==> config.mk <==
export PLATFORM = sky130hd
export DESIGN_NAME = h_bridge_motor_ramp_controller_flat
export DESIGN_NICKNAME = d
export VERILOG_FILES = /design/src/sv/hbmr_pkg.sv /design/src/sv/hbmr_if.sv /design/src/sv/h_bridge_motor_ramp_controller.sv /design/src/flat_wrapper.sv
export VERILOG_INCLUDE_DIRS = /design/src /design/src/sv
export SDC_FILE = /design/constraint.sdc
export NUM_CORES = 1
export LEC_CHECK = 0
export ABC_AREA = 1
export BUFFER_PORTS_ARGS = -buffer_cell sky130_fd_sc_hd__buf_2
export CAP_MARGIN = 20
export CORE_UTILIZATION = 51
export DETAILED_ROUTE_END_ITERATION = 10
export GPL_TIMING_DRIVEN = 0
export PLACE_DENSITY = 0.78
export SYNTH_ARGS = -nofsm -noshare
export SYNTH_HDL_FRONTEND = slang
export SYNTH_SLANG_ARGS = --single-unit
==> constraint.sdc <==
create_clock -name clk -period 4.1 [get_ports clk]
set_input_delay 0.82 -clock clk [delete_from_list [all_inputs] [get_ports clk]]
set_output_delay 0.82 -clock clk [all_outputs]
set_load 0.05 [all_outputs]
==> src/sv/h_bridge_motor_ramp_controller_assert.svh <==
// ----------------------------------------------------------------------------
// H-bridge ramp controller assertion macros
// Concurrent assertion wrappers; defining NO_ASSERTIONS compiles them out.
// ----------------------------------------------------------------------------
`ifndef H_BRIDGE_MOTOR_RAMP_CONTROLLER_ASSERT_SVH
`define H_BRIDGE_MOTOR_RAMP_CONTROLLER_ASSERT_SVH

`ifndef NO_ASSERTIONS
// Same-cycle implication, disabled while reset is asserted.
`define HBMR_ASSERT_IMPLY(label, clk, rst_n, ante, cons) \
	label: assert property (@(posedge clk) disable iff (!rst_n) (ante) |-> (cons)) \
		else $error("assertion failed: same-cycle implication");
// Next-cycle implication, disabled while reset is asserted.
`define HBMR_ASSERT_NEXT(label, clk, rst_n, ante, cons) \
	label: assert property (@(posedge clk) disable iff (!rst_n) (ante) |=> (cons)) \
		else $error("assertion failed: next-cycle implication");
`else
`define HBMR_ASSERT_IMPLY(label, clk, rst_n, ante, cons)
`define HBMR_ASSERT_NEXT(label, clk, rst_n, ante, cons)
`endif

`endif

==> src/sv/hbmr_pkg.sv <==
// ----------------------------------------------------------------------------
// H-bridge ramp controller package
// Widths, command codes, sequence phase codes and register map.
// ----------------------------------------------------------------------------
`timescale 1ns / 1ps
`default_nettype none

package hbmr_pkg;

	// Payload widths.
	localparam int OP_W    = 2;
	localparam int SPEED_W = 8;
	localparam int PHASE_W = 3;

	// APB register map.
	localparam int PADDR_W = 3;
	localparam int PDATA_W = 32;
	localparam logic [PADDR_W-1:0] ADDR_RAMP_STEP = 3'd0;
	localparam logic [SPEED_W-1:0] RAMP_STEP_RESET = 8'd5;

	// Command codes.
	localparam logic [OP_W-1:0] OP_TICK    = 2'd0;
	localparam logic [OP_W-1:0] OP_SPEED   = 2'd1;
	localparam logic [OP_W-1:0] OP_POWER   = 2'd2;
	localparam logic [OP_W-1:0] OP_REVERSE = 2'd3;

	// Sequence phases.
	localparam logic [PHASE_W-1:0] PH_IDLE  = 3'd0;
	localparam logic [PHASE_W-1:0] PH_RAMP  = 3'd1;
	localparam logic [PHASE_W-1:0] PH_STOP  = 3'd2;
	localparam logic [PHASE_W-1:0] PH_RDOWN = 3'd3;
	localparam logic [PHASE_W-1:0] PH_RUP   = 3'd4;

endpackage

`default_nettype wire

==> src/sv/hbmr_if.sv <==
// ----------------------------------------------------------------------------
// H-bridge ramp controller channels
// Valid/ready interfaces for the command channel and the result channel.
// ----------------------------------------------------------------------------
`timescale 1ns / 1ps
`default_nettype none

interface hbmr_cmd_if;
	import hbmr_pkg::*;

	logic               valid;
	logic               ready;
	logic [OP_W-1:0]    op;
	logic [SPEED_W-1:0] target_speed;

	modport source (output valid, output op, output target_speed, input ready);
	modport sink   (input valid, input op, input target_speed, output ready);
endinterface

interface hbmr_res_if;
	import hbmr_pkg::*;

	logic               valid;
	logic               ready;
	logic [SPEED_W-1:0] duty;
	logic               drive_a;
	logic               drive_b;
	logic               power_on;
	logic               busy_res;
	logic               accepted;

	modport source (
		output valid, output duty, output drive_a, output drive_b,
		output power_on, output busy_res, output accepted, input ready
	);
	modport sink (
		input valid, input duty, input drive_a, input drive_b,
		input power_on, input busy_res, input accepted, output ready
	);
endinterface

`default_nettype wire

==> src/sv/h_bridge_motor_ramp_controller.sv <==
// ----------------------------------------------------------------------------
// H-bridge motor ramp controller
// Slew-limited PWM duty with power and direction sequencing.
// ----------------------------------------------------------------------------
// Usage:
//   cmd carries one beat per command (op, target_speed); res returns exactly
//   one beat per command with the duty, bridge pins and status after it.
//   ramp_step is written over the APB port at byte address 0 while idle;
//   a value of zero acts as one.
// Latency and throughput:
//   A command is decoded and the motor state updated in the cycle it is
//   accepted; its result beat appears on res in the next cycle. The whole
//   update is one compare-and-add slew step, so one beat is taken every
//   cycle while the result register is not held full by res.ready low.
// Reset:
//   Duty, goal and saved speed clear to zero, direction is clockwise, power
//   is off, no sequence runs, and ramp_step returns to 5.
// Stall:
//   A single result register holds the pending beat. While it is full and
//   res.ready is low, cmd.ready is low; it rises in the cycle res drains.
// ----------------------------------------------------------------------------
`timescale 1ns / 1ps
`default_nettype none
`include "h_bridge_motor_ramp_controller_assert.svh"

module h_bridge_motor_ramp_controller (
	input  wire logic                        clk,
	input  wire logic                        arst_n,
	hbmr_cmd_if.sink                         cmd,
	hbmr_res_if.source                       res,
	input  wire logic                        psel,
	input  wire logic                        penable,
	input  wire logic                        pwrite,
	input  wire logic [hbmr_pkg::PADDR_W-1:0] paddr,
	input  wire logic [hbmr_pkg::PDATA_W-1:0] pwdata,
	output logic      [hbmr_pkg::PDATA_W-1:0] prdata,
	output logic                             pready
);
	import hbmr_pkg::*;

	// Configuration and motor state.
	logic [SPEED_W-1:0] ramp_step_q;
	logic [SPEED_W-1:0] speed_now_q;
	logic [SPEED_W-1:0] speed_goal_q;
	logic [SPEED_W-1:0] speed_saved_q;
	logic               direction_q;
	logic               powered_q;
	logic [PHASE_W-1:0] phase_q;

	// Result register.
	logic               res_valid_q;
	logic [SPEED_W-1:0] duty_q;
	logic               drive_a_q;
	logic               drive_b_q;
	logic               power_on_q;
	logic               busy_res_q;
	logic               accepted_q;

	// Next-state values.
	logic               cmd_fire;
	logic               busy;
	logic               do_adv;
	logic               accept_cmd;
	logic [PHASE_W-1:0] pre_phase;
	logic [SPEED_W-1:0] pre_goal;
	logic [SPEED_W-1:0] saved_nxt;
	logic               powered_nxt;
	logic [SPEED_W-1:0] step;
	logic [SPEED_W-1:0] dist_up;
	logic [SPEED_W-1:0] dist_dn;
	logic [SPEED_W-1:0] slew_now;
	logic               reached;
	logic [SPEED_W-1:0] now_nxt;
	logic [SPEED_W-1:0] goal_nxt;
	logic               dir_nxt;
	logic [PHASE_W-1:0] phase_nxt;
	logic               drive;

	// APB register access; pready is tied high.
	assign pready = 1'b1;
	always_comb begin
		prdata = '0;
		if (paddr == ADDR_RAMP_STEP) begin
			prdata = {{(PDATA_W-SPEED_W){1'b0}}, ramp_step_q};
		end
	end

	always_ff @(posedge clk or negedge arst_n) begin
		if (!arst_n) begin
			ramp_step_q <= RAMP_STEP_RESET;
		end else if (psel && penable && pwrite && pready && paddr == ADDR_RAMP_STEP) begin
			ramp_step_q <= pwdata[SPEED_W-1:0];
		end
	end

	// Handshake: the result register frees up when it is empty or draining.
	assign cmd.ready = !res_valid_q || res.ready;
	assign cmd_fire  = cmd.valid && cmd.ready;
	assign busy      = (phase_q == PH_RAMP) || (phase_q == PH_STOP) ||
	                   (phase_q == PH_RDOWN) || (phase_q == PH_RUP);

	// Command decode: choose the goal and phase the slew step starts from.
	always_comb begin
		pre_phase   = phase_q;
		pre_goal    = speed_goal_q;
		saved_nxt   = speed_saved_q;
		powered_nxt = powered_q;
		do_adv      = 1'b0;
		accept_cmd  = 1'b1;
		if (cmd.op == OP_TICK) begin
			if (busy) begin
				do_adv = 1'b1;
			end else begin
				pre_phase = PH_IDLE;
			end
		end else if (busy) begin
			accept_cmd = 1'b0;
		end else begin
			unique case (cmd.op)
				OP_SPEED: begin
					pre_goal  = cmd.target_speed;
					pre_phase = PH_RAMP;
					do_adv    = 1'b1;
				end
				OP_POWER: begin
					powered_nxt = !powered_q;
					if (!powered_q) begin
						pre_phase = PH_IDLE;
					end else begin
						pre_goal  = '0;
						pre_phase = PH_STOP;
						do_adv    = 1'b1;
					end
				end
				OP_REVERSE: begin
					saved_nxt = speed_now_q;
					pre_goal  = '0;
					pre_phase = PH_RDOWN;
					do_adv    = 1'b1;
				end
				default: begin
					pre_phase = PH_IDLE;
				end
			endcase
		end
	end

	// One slew step of at most ramp_step (one if it is zero) toward the goal, snapping when close.
	assign step    = (ramp_step_q == '0) ? {{(SPEED_W-1){1'b0}}, 1'b1} : ramp_step_q;
	assign dist_up = pre_goal - speed_now_q;
	assign dist_dn = speed_now_q - pre_goal;
	always_comb begin
		if (speed_now_q < pre_goal) begin
			slew_now = (dist_up > step) ? speed_now_q + step : pre_goal;
		end else if (speed_now_q > pre_goal) begin
			slew_now = (dist_dn > step) ? speed_now_q - step : pre_goal;
		end else begin
			slew_now = speed_now_q;
		end
	end
	assign reached = (slew_now == pre_goal);

	// Phase sequencing after the slew step.
	always_comb begin
		now_nxt   = speed_now_q;
		goal_nxt  = pre_goal;
		dir_nxt   = direction_q;
		phase_nxt = pre_phase;
		if (do_adv) begin
			now_nxt = slew_now;
			unique case (pre_phase)
				PH_RAMP, PH_STOP, PH_RUP: begin
					if (reached) begin
						phase_nxt = PH_IDLE;
					end
				end
				PH_RDOWN: begin
					if (reached) begin
						dir_nxt   = !direction_q;
						goal_nxt  = saved_nxt;
						phase_nxt = PH_RUP;
					end
				end
				default: begin
					phase_nxt = PH_IDLE;
				end
			endcase
		end
	end

	// The pins are driven while powered, and during the stop ramp.
	assign drive = powered_nxt || (phase_nxt == PH_STOP);

	// Motor state update on every accepted beat.
	always_ff @(posedge clk or negedge arst_n) begin
		if (!arst_n) begin
			speed_now_q   <= '0;
			speed_goal_q  <= '0;
			speed_saved_q <= '0;
			direction_q   <= 1'b0;
			powered_q     <= 1'b0;
			phase_q       <= PH_IDLE;
		end else if (cmd_fire) begin
			speed_now_q   <= now_nxt;
			speed_goal_q  <= goal_nxt;
			speed_saved_q <= saved_nxt;
			direction_q   <= dir_nxt;
			powered_q     <= powered_nxt;
			phase_q       <= phase_nxt;
		end
	end

	// Result register valid flag.
	always_ff @(posedge clk or negedge arst_n) begin
		if (!arst_n) begin
			res_valid_q <= 1'b0;
		end else if (cmd_fire) begin
			res_valid_q <= 1'b1;
		end else if (res.ready) begin
			res_valid_q <= 1'b0;
		end
	end

	// Result payload, loaded with each accepted beat.
	always_ff @(posedge clk) begin
		if (cmd_fire) begin
			duty_q     <= now_nxt;
			drive_a_q  <= drive && dir_nxt;
			drive_b_q  <= drive && !dir_nxt;
			power_on_q <= powered_nxt;
			busy_res_q <= (phase_nxt != PH_IDLE);
			accepted_q <= accept_cmd;
		end
	end

	assign res.valid    = res_valid_q;
	assign res.duty     = duty_q;
	assign res.drive_a  = drive_a_q;
	assign res.drive_b  = drive_b_q;
	assign res.power_on = power_on_q;
	assign res.busy_res = busy_res_q;
	assign res.accepted = accepted_q;

	// With no sequence running the duty sits at its goal.
	`HBMR_ASSERT_IMPLY(a_idle_at_goal, clk, arst_n, phase_q == PH_IDLE, speed_now_q == speed_goal_q)
	// The reverse ramp-down always heads for zero duty.
	`HBMR_ASSERT_IMPLY(a_rdown_goal_zero, clk, arst_n, phase_q == PH_RDOWN, speed_goal_q == '0)
	// A command refused because busy leaves the motor state untouched.
	`HBMR_ASSERT_NEXT(a_refused_stable, clk, arst_n, cmd_fire && busy && cmd.op != OP_TICK, $stable(speed_now_q) && $stable(powered_q) && $stable(direction_q) && $stable(phase_q))
	// The bridge is never driven in both directions at once.
	`HBMR_ASSERT_IMPLY(a_pins_exclusive, clk, arst_n, res_valid_q, !(drive_a_q && drive_b_q))

endmodule

`default_nettype wire

==> src/flat_wrapper.sv <==
// flat-port wrapper written by rule: the top's interface ports become plain ports
module h_bridge_motor_ramp_controller_flat import hbmr_pkg::*;
  (clk, arst_n, psel, penable, pwrite, paddr, pwdata, prdata, pready, cmd_valid, cmd_op, cmd_target_speed, cmd_ready, res_valid, res_duty, res_drive_a, res_drive_b, res_power_on, res_busy_res, res_accepted, res_ready);
  hbmr_cmd_if cmd_i ();
  hbmr_res_if res_i ();
  input  wire logic clk;
  input  wire logic arst_n;
  input  wire logic psel;
  input  wire logic penable;
  input  wire logic pwrite;
  input  wire logic [hbmr_pkg::PADDR_W-1:0] paddr;
  input  wire logic [hbmr_pkg::PDATA_W-1:0] pwdata;
  output logic      [hbmr_pkg::PDATA_W-1:0] prdata;
  output logic pready;
  input wire logic [$bits(cmd_i.valid)-1:0] cmd_valid;
  input wire logic [$bits(cmd_i.op)-1:0] cmd_op;
  input wire logic [$bits(cmd_i.target_speed)-1:0] cmd_target_speed;
  output wire logic [$bits(cmd_i.ready)-1:0] cmd_ready;
  output wire logic [$bits(res_i.valid)-1:0] res_valid;
  output wire logic [$bits(res_i.duty)-1:0] res_duty;
  output wire logic [$bits(res_i.drive_a)-1:0] res_drive_a;
  output wire logic [$bits(res_i.drive_b)-1:0] res_drive_b;
  output wire logic [$bits(res_i.power_on)-1:0] res_power_on;
  output wire logic [$bits(res_i.busy_res)-1:0] res_busy_res;
  output wire logic [$bits(res_i.accepted)-1:0] res_accepted;
  input wire logic [$bits(res_i.ready)-1:0] res_ready;
  assign cmd_i.valid = cmd_valid;
  assign cmd_i.op = cmd_op;
  assign cmd_i.target_speed = cmd_target_speed;
  assign cmd_ready = cmd_i.ready;
  assign res_valid = res_i.valid;
  assign res_duty = res_i.duty;
  assign res_drive_a = res_i.drive_a;
  assign res_drive_b = res_i.drive_b;
  assign res_power_on = res_i.power_on;
  assign res_busy_res = res_i.busy_res;
  assign res_accepted = res_i.accepted;
  assign res_i.ready = res_ready;
  h_bridge_motor_ramp_controller u_core (.clk(clk), .arst_n(arst_n), .cmd(cmd_i), .res(res_i), .psel(psel), .penable(penable), .pwrite(pwrite), .paddr(paddr), .pwdata(pwdata), .prdata(prdata), .pready(pready));
endmodule
======== Yosys cells after proc, flatten, opt, wreduce, memory -nomap -nowiden ========
Cells that the tools add are included.
storage, ports and cells
  output and inout bits ................... 48
  bits in registers ....................... 51
operators by class
  equality and inequality tests ........... 13
  reductions and logical operators ........ 22
  multiplexer cells ....................... 40
  $lt $le $gt $ge ......................... 4
  add/subtract/negate cells ............... 4
operators with widths
  kind                number
  $mux 8              16
  $gt 8x8->1          3
  $pmux 8 s3          1
  $sub 8x8->8         3
  $mux 3              6
  $eq 3x2->1 const B  5
  $mux 1              13
  $pmux 3 s3          1
  $add 8x8->8         1
  $eq 8x8->1          1
  $logic_not 8->1     1
  $lt 8x8->1          1
  $eq 3x1->1 const B  2
  $eq 3x3->1 const B  2
  $logic_and 1x1->1   6
  $pmux 3 s2          1
  $logic_or 1x1->1    5
  $eq 2x2->1 const B  2
  $logic_not 1->1     4
  $logic_not 3->1     1
  $reduce_bool 3->1   1
  $reduce_or 3->1     1
  $eq 2x1->1 const B  1
  $logic_not 2->1     1
  4 further kinds     4

======== Longest topological paths before layout ========
  word-level depth ........................ 18
  depth in mapped cells ................... 36
  gate-level depth less buffers ........... 35

======== Least setup slack after synthesis ========
OpenSTA, ideal clock, no wires.
  path kind ............................... input port to flip-flop
  from .................................... input cmd_op[1]
  to ...................................... register u_core.drive_b_q (netlist: u_core.res.drive_b), data pin
  stages on the path ...................... 31
  data required time ...................... 3833 ps
  buffers on the path ..................... 0
  setup time .............................. 267 ps
  slack ................................... -638 ps
  data arrival time ....................... 4471 ps
  cells stage by stage .................... nor2_2 -> inv_2 -> nand4_2 -> nand2_1 -> nand2_2 -> inv_2 -> ha_1 -> inv_1 -> fa_1 -> a221o_1 -> a21oi_1 -> nor2_1 -> nor2_1 -> xor2_1 -> ha_1 -> nand2_1 -> nor2_1 -> nand2_1 -> nand2_1 -> nand2_2 -> inv_1 -> nand2_1 -> o21ai_0 -> nand2_1 -> nand2_1 -> nand2_1 -> nor2_2 -> nand3_1 -> nand3b_1 -> nand2_1 -> a21oi_1
between the ends
  longest elaborated chain between the ends .. 16
  elaborated cells on any way between the ends .. 44
  those cells by class .................... add/sub: 2; order compare: 4; eq/ne: 9; mux: 23; reduce/logical: 6
RTL lines
  what                                      line                                                                          RTL
  start: declaration                        flat_wrapper.sv:16                                                            input wire logic [$bits(cmd_i.op)-1:0] cmd_op;
  $eq 2x2->1 or $eq 2x1->1 (tied branches)  h_bridge_motor_ramp_controller.sv:119                                         unique case (cmd.op)
  $pmux 8 s3                                h_bridge_motor_ramp_controller.sv:119
  $mux 8                                    h_bridge_motor_ramp_controller.sv:116                                         end else if (busy) begin
  $mux 8                                    h_bridge_motor_ramp_controller.sv:110                                         if (cmd.op == OP_TICK) begin
  $sub 8x8->8                               h_bridge_motor_ramp_controller.sv:151                                         assign dist_dn = speed_now_q - pre_goal;
  $gt 8x8->1                                h_bridge_motor_ramp_controller.sv:156                                         slew_now = (dist_dn > step) ? speed_now_q - step : pre_goal;
  $mux 8                                    h_bridge_motor_ramp_controller.sv:156
  $mux 8                                    h_bridge_motor_ramp_controller.sv:155                                         end else if (speed_now_q > pre_goal) begin
  $mux 8                                    h_bridge_motor_ramp_controller.sv:153                                         if (speed_now_q < pre_goal) begin
  $eq 8x8->1                                h_bridge_motor_ramp_controller.sv:161                                         assign reached = (slew_now == pre_goal);
  $mux 3 (on tied branches)                 h_bridge_motor_ramp_controller.sv:178, h_bridge_motor_ramp_controller.sv:173
  $pmux 3 s2                                h_bridge_motor_ramp_controller.sv:171                                         unique case (pre_phase)
  $mux 3                                    h_bridge_motor_ramp_controller.sv:169                                         if (do_adv) begin
  $eq 3x2->1                                h_bridge_motor_ramp_controller.sv:192                                         assign drive = powered_nxt || (phase_nxt == PH_STOP);
  $logic_or 1x1->1                          h_bridge_motor_ramp_controller.sv:192
  $logic_and 1x1->1 *                       h_bridge_motor_ramp_controller.sv:229                                         drive_b_q <= drive && !dir_nxt;
  end signal: assignment                    h_bridge_motor_ramp_controller.sv:229
  end: declaration                          h_bridge_motor_ramp_controller.sv:54                                          logic drive_b_q;
Every way passes the cells marked *; elsewhere a longest branch is shown, timed or not.
A chain may end at the register's enable or synchronous reset.

======== Worst setup path after layout ========
  from .................................... register u_core.phase_q[0]
  to ...................................... register u_core.busy_res_q (netlist: u_core.res.busy_res), data pin
between the ends
  longest elaborated chain between the ends .. 16
  elaborated cells on any way between the ends .. 36
  those cells by class .................... add/sub: 2; order compare: 4; eq/ne: 9; mux: 16; reduce/logical: 5
RTL lines
  what                                      line                                                                          RTL
  start: declaration                        h_bridge_motor_ramp_controller.sv:48                                          logic [PHASE_W-1:0] phase_q;
  start signal: assignment                  h_bridge_motor_ramp_controller.sv:209                                         phase_q <= phase_nxt;
  $eq 3x1->1 or $eq 3x2->1 (tied branches)  h_bridge_motor_ramp_controller.sv:99                                          assign busy = (phase_q == PH_RAMP) || (phase_q == PH_STOP) ||
  $logic_or 1x1->1 (2 in series)            h_bridge_motor_ramp_controller.sv:99
  $logic_or 1x1->1                          h_bridge_motor_ramp_controller.sv:100                                         (phase_q == PH_RDOWN) || (phase_q == PH_RUP);
  $mux 8                                    h_bridge_motor_ramp_controller.sv:116
  $mux 8                                    h_bridge_motor_ramp_controller.sv:110
  $sub 8x8->8                               h_bridge_motor_ramp_controller.sv:151
  $gt 8x8->1                                h_bridge_motor_ramp_controller.sv:156
  $mux 8                                    h_bridge_motor_ramp_controller.sv:156
  $mux 8                                    h_bridge_motor_ramp_controller.sv:155
  $mux 8                                    h_bridge_motor_ramp_controller.sv:153
  $eq 8x8->1                                h_bridge_motor_ramp_controller.sv:161
  $mux 3 (on tied branches)                 h_bridge_motor_ramp_controller.sv:178, h_bridge_motor_ramp_controller.sv:173
  $pmux 3 s2                                h_bridge_motor_ramp_controller.sv:171
  $mux 3 *                                  h_bridge_motor_ramp_controller.sv:169
  $reduce_bool 3->1 *                       h_bridge_motor_ramp_controller.sv:231                                         busy_res_q <= (phase_nxt != PH_IDLE);
  end signal: assignment                    h_bridge_motor_ramp_controller.sv:231
  end: declaration                          h_bridge_motor_ramp_controller.sv:56                                          logic busy_res_q;
Marks and branches as above.

==> metrics.cfg <==
[status]
status=finished, violations left
failed_checks=setup timing

[route]
dr.max_layer_used=met4
dr_wl_met3_microns=966
viasPerCell=5.458
wl_met1_microns=6350
vias=5234
drt_iter0_markers=308
wl_met2_microns=7503
postRouteAntennaNets=0
remaining_drc_errors=0
wl_per_cell_microns=15.82
dr.pass1.iters=5
wl_microns=15170

[floorplan]
start_util_pct=53.31
placementRows=35
core_sq_mm=0.009371
dieWidth_microns=101.0
pin_count=100
fp.dieH_microns=101.0
dieArea_sq_mm=0.01020

[critical_path]
startpoint_type=register
worstPathArrival_ns=4.96
crit_path_end_kind=register
crit_start=u_core.phase_q[0]$_DFFE_PN0P_
slowest_stage=dfrtp_2
r2r_slack_ns=-0.78
crit_path_max_incr_delay_ns=0.46
required_ns=4.18
critical_path.max_fanout=6
r2r_cells=31
worstReg2RegStart=u_core.phase_q[0]$_DFFE_PN0P_
critPathKind=register to register
reg2reg_to=u_core.res.busy_res$_DFFE_PP_

[timing]
hold_viol_final=0
relSlewSlack_pct=32.73
fin_worst_skew_ns=0.007669
fin_crit_sh_pct=118.9
setup_violations=23
final-max-slew-violation-count=0
fin_ws_ns=-0.7767
finalSetupTns_ns=-10.86
max_freq_ghz=0.2051
worst_pin_slew_ns=0.9960
grt_setup_unrepaired=true
min_period_ns=4.877

[final_layout]
nNetsFinal=930
drive_gt1_share_pct=33.86
n_antenna_cell=0
synthToLayoutAreaGrowth_pct=30.43
fin_util_pct=69.53

[global_routing]
grt_pass1_vias=4835
grt_max_degree=39
grtUsageTotal_pct=28.94
grt_first_pass_wirelength_microns=23070
grt_overflow=0
antenna_found_initial=0

[clock_tree]
clock_sinks=51
postCtsHoldBufs=0
clock_latency_ns=0.32
cts_tree=done
clkTransAtPathRegs_ns=0.10
max-clock-path-buffers=2
numCtsBuffers=5
htree_num_levels=2
cts-root-buf=clkbuf_8

[synth]
synth.ff_latch_count=51
syn_area_sq_mm=0.004996
syn_inst=703
synth_warnings=0
ys_seq_area_share_pct=26.90
avgSynthCellArea_sq_um=7.107
synth_cell_types=43

[worst_hold_path]
holdPathStages=2
hold_path_end=u_core.speed_goal_q[4]$_DFFE_PN0P_
hold_start=u_core.speed_goal_q[4]$_DFFE_PN0P_
hp-class=register to register

[run]
maxCapViolations=0

[placement]
port_buffers=50
place_congestion=0.9198
pre_cts_ws_ns=-1.586
hpwl_microns=10630

-- through the flow --
stage,instance area (sq um),hold slack [ns],cells
2_1_floorplan,5137,0.4490,726
3_3_place_gp,5549,0.4618,905
3_5_place_dp,5549,0.4654,905
4_1_cts,5998,0.4922,938
5_1_grt,6516,0.5053,959
6_report,6516,0.4886,959
-- routing by layer --
metal,GRT usage [%],vias to the layer above
met3,3.467,34
met1,37.71,2482
met5,0,-
li1,-,2492
met4,9.810,0
met2,49.63,226
-- layout make-up --
type	instances	area (sq um)
multi-input combinational	555	3632
clock buffer	5	68.82
fill	761	2855
buffer	43	297.8
clock inverter	3	20.02
sequential	51	1346
timing repair buffer	97	686.9
tap	129	161.4
inverter	76	302.8
-- synthesized netlist by cell type --
cell | n | area [sq um]
dfrtp_1 | 36 | 900.9
conb_1 | 2 | 7.510
fa_1 | 4 | 80.08
nand3_2 | 3 | 30.03
or2_2 | 1 | 6.260
nand2_1 | 227 | 852.1
nand4_1 | 7 | 43.79
nor2_2 | 5 | 31.28
nand2_2 | 19 | 118.9
dfstp_2 | 2 | 52.55
or3_1 | 1 | 6.260
nand3_1 | 49 | 245.2
buf_4 | 28 | 210.2
buf_6 | 1 | 11.26
a31oi_1 | 4 | 25.02
o21ai_0 | 43 | 215.2
a21boi_0 | 2 | 15.01
buf_2 | 5 | 25.02
inv_1 | 64 | 240.2
o21bai_1 | 2 | 15.01
a21oi_1 | 36 | 180.2
ha_1 | 45 | 563.0
nand3b_1 | 7 | 52.55
nand2_4 | 5 | 56.30
xnor2_1 | 2 | 17.52
nor3_1 | 1 | 5.000
a221o_1 | 1 | 10.01
nor2_4 | 3 | 33.78
o21a_1 | 1 | 7.510
clkbuf_1 | 10 | 37.54
nand4_4 | 1 | 21.27
o41ai_1 | 1 | 8.760
o211ai_2 | 8 | 100.1
inv_2 | 12 | 45.04
nor2_1 | 28 | 105.1
edfxtp_1 | 13 | 390.4
nor2_8 | 1 | 20.02
a221oi_2 | 1 | 15.01
nand4_2 | 1 | 12.51
a21boi_2 | 1 | 11.26
o21ai_2 | 1 | 8.760
a21o_1 | 3 | 22.52
xor2_1 | 16 | 140.1
-- worst max path at each step --
stage,cells past startpoint,slack [ns],endpoint
3_5_place_dp,30,-1.59,u_core.res.busy_res$_DFFE_PP_
3_3_place_gp,31,-1.47,u_core.speed_goal_q[7]$_DFFE_PN0P_
4_1_cts,31,-0.58,u_core.res.drive_b$_DFFE_PP_
2_1_floorplan,32,-0.43,u_core.res.busy_res$_DFFE_PP_
5_1_grt,30,-0.95,u_core.speed_goal_q[5]$_DFFE_PN0P_
6_report,31,-0.78,u_core.res.busy_res$_DFFE_PP_
-- cell usage in the layout (no fill, tap or decap), types with 4 or more instances in the layout --
| cell | n |
|---|---|
| o21ai_1 | 6 |
| dfrtp_1 | 34 |
| nand3_1 | 39 |
| edfxtp_1 | 13 |
| inv_4 | 5 |
| nor2_1 | 23 |
| nand3_2 | 8 |
| buf_6 | 11 |
| nand3_4 | 5 |
| inv_2 | 11 |
| nand2_2 | 42 |
| nand2_4 | 14 |
| a21oi_1 | 33 |
| ha_1 | 42 |
| nand2_1 | 193 |
| inv_1 | 59 |
| clkbuf_8 | 5 |
| nand4_1 | 7 |
| o21ai_4 | 4 |
| o21ai_0 | 24 |
| xor2_1 | 16 |
| o211ai_2 | 8 |
| clkbuf_1 | 10 |
| buf_4 | 63 |
| conb_1 | 25 |
| o21ai_2 | 10 |
| nand3b_1 | 7 |
| buf_2 | 51 |
| nor2_4 | 10 |
-- worst max-delay path, delay by kind of cell (launching register included) --
kind / cells / cell delay [ns]
and+or+nand+nor: 21 / 1.99
AOI/OAI and AO/OA: 3 / 0.76
adders and majority gates: 2 / 0.63
buffers and inverters: 4 / 0.60
DFF: 1 / 0.46
xor gates and xnor gates: 1 / 0.19
-- sequential cells by signal, indices dropped and copies added, names as in the netlist --
register,count
u_core.direction_q,1
u_core.phase_q,3
u_core.powered_q,1
u_core.ramp_step_q,8
u_core.res.accepted,1
u_core.res.busy_res,1
u_core.res.drive_a,1
u_core.res.drive_b,1
u_core.res.duty,8
u_core.res.power_on,1
u_core.res.valid,1
u_core.speed_goal_q,8
u_core.speed_now_q,8
u_core.speed_saved_q,8
-- logic make-up after synthesis --
group / synth area share [%]
simple gates: 32.83
buf+inv: 11.39
compound gates: 12.70
flops: 26.90
fa+ha+maj: 12.87
xor+xnor: 3.155
other cells: 0.1503
-- repair_timing --
item	in CTS	in global routing
resized for setup	56	87
setup endpoints to repair	31	31
buffers inserted	25	21
cloned	0	1
pin swaps	29	61
Power is not shown: default switching activity piles up to over one toggle a cycle in this logic, so the estimate is an artifact.
